[src/sv/shanh_pkg.sv]
// shared types, constants and round functions of the reduced-round nonce hash
package shanh_pkg;

    localparam int NUM_ROUNDS = 64;
    localparam int WORD_W     = 32;
    localparam int PART_W     = 64;
    localparam int RC_W       = 7;
    localparam int CFG_IDX_W  = 3;
    localparam int RIDX_W     = 6;

    // configuration register indexes
    localparam logic [CFG_IDX_W-1:0] CFG_PREFIX0 = 3'd0;
    localparam logic [CFG_IDX_W-1:0] CFG_PREFIX1 = 3'd1;
    localparam logic [CFG_IDX_W-1:0] CFG_PREFIX2 = 3'd2;
    localparam logic [CFG_IDX_W-1:0] CFG_PREFIX3 = 3'd3;
    localparam logic [CFG_IDX_W-1:0] CFG_ROUNDS  = 3'd4;

    localparam logic [RC_W-1:0] ROUNDS_RESET = 7'd64;

    localparam logic [WORD_W-1:0] PAD_WORD     = 32'h8000_0000;
    localparam logic [WORD_W-1:0] MSG_LEN_BITS = 32'(36 * 8);

    typedef logic [WORD_W-1:0] word_t;

    typedef struct packed {
        logic [7:0][WORD_W-1:0]  v;
        logic [15:0][WORD_W-1:0] w;
    } stage_t;

    localparam logic [7:0][WORD_W-1:0] IV = {
        32'h5be0cd19, 32'h1f83d9ab, 32'h9b05688c, 32'h510e527f,
        32'ha54ff53a, 32'h3c6ef372, 32'hbb67ae85, 32'h6a09e667
    };

    localparam logic [WORD_W-1:0] K_TAB [NUM_ROUNDS] = '{
        32'h428a2f98, 32'h71374491, 32'hb5c0fbcf, 32'he9b5dba5,
        32'h3956c25b, 32'h59f111f1, 32'h923f82a4, 32'hab1c5ed5,
        32'hd807aa98, 32'h12835b01, 32'h243185be, 32'h550c7dc3,
        32'h72be5d74, 32'h80deb1fe, 32'h9bdc06a7, 32'hc19bf174,
        32'he49b69c1, 32'hefbe4786, 32'h0fc19dc6, 32'h240ca1cc,
        32'h2de92c6f, 32'h4a7484aa, 32'h5cb0a9dc, 32'h76f988da,
        32'h983e5152, 32'ha831c66d, 32'hb00327c8, 32'hbf597fc7,
        32'hc6e00bf3, 32'hd5a79147, 32'h06ca6351, 32'h14292967,
        32'h27b70a85, 32'h2e1b2138, 32'h4d2c6dfc, 32'h53380d13,
        32'h650a7354, 32'h766a0abb, 32'h81c2c92e, 32'h92722c85,
        32'ha2bfe8a1, 32'ha81a664b, 32'hc24b8b70, 32'hc76c51a3,
        32'hd192e819, 32'hd6990624, 32'hf40e3585, 32'h106aa070,
        32'h19a4c116, 32'h1e376c08, 32'h2748774c, 32'h34b0bcb5,
        32'h391c0cb3, 32'h4ed8aa4a, 32'h5b9cca4f, 32'h682e6ff3,
        32'h748f82ee, 32'h78a5636f, 32'h84c87814, 32'h8cc70208,
        32'h90befffa, 32'ha4506ceb, 32'hbef9a3f7, 32'hc67178f2
    };

    function automatic word_t rotr(input word_t x, input int n);
        return (x >> n) | (x << (WORD_W - n));
    endfunction

    // one compression round plus one step of the message schedule
    function automatic stage_t do_round(input stage_t s, input word_t k);
        stage_t r;
        word_t  a;
        word_t  e;
        word_t  s1e;
        word_t  ch;
        word_t  s0a;
        word_t  maj;
        word_t  t1;
        word_t  t2;
        word_t  ss0;
        word_t  ss1;
        a   = s.v[0];
        e   = s.v[4];
        s1e = rotr(e, 6) ^ rotr(e, 11) ^ rotr(e, 25);
        ch  = (e & s.v[5]) ^ (~e & s.v[6]);
        s0a = rotr(a, 2) ^ rotr(a, 13) ^ rotr(a, 22);
        maj = (a & s.v[1]) ^ (a & s.v[2]) ^ (s.v[1] & s.v[2]);
        t1  = s.v[7] + s1e + ch + k + s.w[0];
        t2  = s0a + maj;
        r.v[7] = s.v[6];
        r.v[6] = s.v[5];
        r.v[5] = s.v[4];
        r.v[4] = s.v[3] + t1;
        r.v[3] = s.v[2];
        r.v[2] = s.v[1];
        r.v[1] = s.v[0];
        r.v[0] = t1 + t2;
        ss0 = rotr(s.w[1], 7) ^ rotr(s.w[1], 18) ^ (s.w[1] >> 3);
        ss1 = rotr(s.w[14], 17) ^ rotr(s.w[14], 19) ^ (s.w[14] >> 10);
        r.w[14:0] = s.w[15:1];
        r.w[15]   = ss1 + s.w[9] + ss0 + s.w[0];
        return r;
    endfunction

endpackage

[src/sv/shanh_stage.sv]
// one pipeline stage: a single compression round, or a pass-through beyond the round count, with its own valid bit
module shanh_stage
    import shanh_pkg::*;
(
    input  logic              clk,
    input  logic              rst_n,
    input  logic [RIDX_W-1:0] round_idx,
    input  logic [RC_W-1:0]   round_count,
    input  logic              up_valid,
    output logic              up_ready,
    input  stage_t            up_data,
    output logic              dn_valid,
    input  logic              dn_ready,
    output stage_t            dn_data
);

    logic   vld_reg;
    stage_t data_reg;
    stage_t data_next;
    logic   apply;

    // rounds beyond the count pass through; later stages skip as well
    assign apply    = round_count > {1'b0, round_idx};
    assign up_ready = !vld_reg || dn_ready;

    always_comb
    begin
        if (apply)
        begin
            data_next = do_round(up_data, K_TAB[round_idx]);
        end
        else
        begin
            data_next = up_data;
        end
    end

    always_ff @(posedge clk or negedge rst_n)
    begin
        if (!rst_n)
        begin
            vld_reg <= 1'b0;
        end
        else if (up_ready)
        begin
            vld_reg <= up_valid;
        end
    end

    always_ff @(posedge clk)
    begin
        if (up_ready && up_valid)
        begin
            data_reg <= data_next;
        end
    end

    assign dn_valid = vld_reg;
    assign dn_data  = data_reg;

endmodule
[config.mk]
export PLATFORM = sky130hd
export DESIGN_NAME = shanh_stage
export DESIGN_NICKNAME = d
export VERILOG_FILES = /design/src/sv/shanh_pkg.sv /design/src/sv/shanh_stage.sv
export SDC_FILE = /design/constraint.sdc
export NUM_CORES = 2
export LEC_CHECK = 0
export BUFFER_PORTS_ARGS = -buffer_cell sky130_fd_sc_hd__buf_4
export CAP_MARGIN = 40
export CORE_AREA = 2 2 607 609
export CTS_CLUSTER_DIAMETER = 40
export DETAILED_ROUTE_END_ITERATION = 16
export DIE_AREA = 0 0 609 611
export MAX_ROUTING_LAYER = met4
export PLACE_DENSITY = 0.34
export SKIP_CTS_REPAIR_TIMING = 1
export SYNTH_ARGS = -nofsm -noshare
export SYNTH_HDL_FRONTEND = slang
export SYNTH_SLANG_ARGS = --single-unit
[constraint.sdc]
create_clock -name clk -period 49.3 [get_ports clk]
set_input_delay 7.395 -clock clk [delete_from_list [all_inputs] [get_ports clk]]
set_output_delay 7.395 -clock clk [all_outputs]
set_load 0.005 [all_outputs]
==> out/results.ini <==
[floorplanning]
start_util_pct = 13.5
ios = 1555
die_h_microns = 611
die_width_microns = 609
core_sq_mm = 0.365
die_area_sq_mm = 0.372
placement_rows = 222

[timing]
rsz0062_at_grt = no
fin_crit_sh_pct = 33.3
drv_slew = 0
clock_skew_ns = 0.0567
max_slew_margin_pct = 33.8
fmaxAchievable_mhz = 60.8
min_period_ns = 16.44
setup_viol = 0
setup_tns_ns = 0
hold_viol = 0
tightest_slew_ns = 0.982

[critical_path]
cp_top_family = compound AO/OA/AOI/OAI gates
r2r_start = dn_valid$_DFFE_PN0N_
worst_path_most_repeated_cell = fa_1
critPathCaptureType = register
cp_max_fo = 66
slowest_stage = buf_4
cp_num_cells = 33
cp_slowest_stage_delay_ns = 0.69
crit_type = input pin to register
critPathLaunchType = input pin
endpoint = dn_data[543]$_DFFE_PP_
path_buf_inv = 6
reg2regPathDepth = 7
cp.arrival_ns = 17.02
r2r-end = dn_data[259]$_DFFE_PP_
required_ns = 49.88
ff2ff_setup_slack_ns = 45.42
startpoint = round_idx[3]

[drt]
wl_per_cell_microns = 33.0
drt_iter0_markers = 3598
drcViolationCount = 0
final_antenna_net_count = 0
wl_microns = 393000
firstDrtPassIters = 7
routed_via_density = 3.93
vias = 46900

[global_routing]
grt-ovfl-total = 0
grt_pass1_wl_microns = 497000
first_global_vias = 48000
grt_max_degree = 174
antenna_found_initial = 123
grt_usage_pct = 20.9

[logic_synthesis]
synth_top_cell_by_area = edfxtp_1
synth_ff_type = edfxtp_1
ys_warn_count = 0
synth.distinct_cells = 88
postSynthCellCount = 5315
yosysTopAreaCellShare_pct = 46.9
synth_edf_count = 768
synth_fp_nets = 6431
avgSynthCellArea_sq_um = 9.25
ys_seq_area_share_pct = 47.0
synthTopCellsByArea = edfxtp_1 47%, nand2_1 15%, fa_1 7.6%, xnor2_1 3.7%, ha_1 3.7%
syn_area_sq_mm = 0.0492
synthArstFlopShare_pct = 0.130
ys_ff_latch = 769
yosysMostFrequentCell = nand2_1
netlist_top_cells_count = 1,974 x nand2_1, 768 x edfxtp_1, 339 x inv_1

[final_layout]
regArea_sq_mm = 0.0231
drive_above_1_share_pct = 29.1
area_growth_pct = 51.0
multi_input_area_sq_mm = 0.0235
nNetsFinal = 7989
n_fill_cell = 40600

[clock_tree]
cts_sinks = 769
cts_buffer_depth = 4
clk_pin_slew_ns = 0.05
cts_tree = yes
htreeDepth = 4
clock_latency_ns = 0.87
cts_buffers = 220
root_buffer = clkbuf_16

[power_and_ir_drop]
p_leak_nw = 32.7
ir_drop_v = 0.0000717
p_total_mw = 5.56
p_per_area_mw_per_mm2 = 74.9

[status]
status = complete, no violations

[run]
drv_cap = 0

[worst_hold_path]
hold_depth = 2
hold_class = register to register

[placed_design]
numPortBuffers = 1554
routabilityCongestion = 0.967
dp_hpwl_microns = 332000

## cell type report
type / instances / share of cell area (%)
antenna: 55 / 0.185
timing repair buffer: 1663 / 17.2
clock inverter: 150 / 2.31
tap: 4816 / 8.12
sequential: 769 / 31.1
multi-input combinational: 3877 / 31.7
clock buffer: 250 / 7.63
inverter: 342 / 1.73
## logic make-up (layout without fill, tap and decap cells)
family | after synthesis | count (layout) | synth area share (%)
and+or+nand+nor | 2347 | 2347 | 18.8
DFF | 769 | 769 | 47.0
AOI/OAI and AO/OA | 792 | 792 | 10.1
buffers and inverters | 669 | 2405 | 5.24
xor gates and xnor gates | 359 | 359 | 6.40
muxes | 45 | 45 | 1.13
adders and majority gates | 334 | 334 | 11.3
other | 0 | 55 | 0
## through the flow
| stage | worst slack (ns) | hold WS [ns] | cells | cell area (sq um) | utilization [%] |
|---|---|---|---|---|---|
| finish | 32.86 | 0.688 | 11900 | 74200 | 20.3 |
| global route | 32.46 | 0.690 | 11900 | 74200 | 20.3 |
| CTS | 33.13 | 0.647 | 11900 | 74100 | 20.3 |
| detailed placement | 32.17 | 0.623 | 11500 | 66700 | 18.3 |
| global placement | 32.11 | 0.623 | 11400 | 66200 | 18.1 |
| floorplan | 23.17 | 0.537 | 5315 | 49200 | - |
## worst min-delay path by stage
stage                         start                   end  slack [ns]
6_report       dn_valid$_DFFE_PN0N_  dn_valid$_DFFE_PN0N_        0.69
2_1_floorplan  dn_valid$_DFFE_PN0N_  dn_valid$_DFFE_PN0N_        0.54
4_1_cts        dn_valid$_DFFE_PN0N_  dn_valid$_DFFE_PN0N_        0.65
5_1_grt        dn_valid$_DFFE_PN0N_  dn_valid$_DFFE_PN0N_        0.69
3_3_place_gp   dn_valid$_DFFE_PN0N_  dn_valid$_DFFE_PN0N_        0.62
3_5_place_dp   dn_valid$_DFFE_PN0N_  dn_valid$_DFFE_PN0N_        0.62
## worst reg2reg max path: stages, from the launching register on
cell      delay [ns]
dfrtp_1         0.44
nand2b_1        0.15
and2_4          0.41
buf_4           0.49
buf_12          0.29
buf_4           0.54
buf_12          0.28
buf_12          0.65
## metal layers
layer | part of all wire [%] | track usage [%] | wire, microns | vias up
met4 | 3.8 | 7.27 | 15100 | 0
li1 | - | - | - | 20900
met2 | 54 | 38.7 | 211000 | 1965
met1 | 37 | 22.0 | 144000 | 23400
met3 | 5.6 | 4.00 | 22200 | 509
met5 | 0 | - | 0 | -
## report_power, final
part	internal [mW]	leakage (nW)	switching [mW]
registers	0.902	7.38	0.0348
clock network	0.967	3.52	0.478
logic	1.18	21.8	1.99
## cells in the final DEF, fill, tap and decap left out, drive strengths merged, types with 83 or more instances in the layout
cell type / Yosys / routed
a21o: 83 / 83
o21ai: 289 / 289
xor2: 149 / 149
fa: 187 / 187
edfxtp: 768 / 768
inv: 340 / 348
clkinv: 2 / 88
clkbuf: 257 / 250
buf: 70 / 1662
xnor2: 210 / 210
nand2: 1974 / 1974
nor2: 168 / 168
a21oi: 185 / 185
ha: 144 / 144
## state kept, by name, indices dropped and copies added (netlist names)
register	flops
dn_data	768
dn_valid	1
Note: power is estimated with default switching activity, not from simulation.
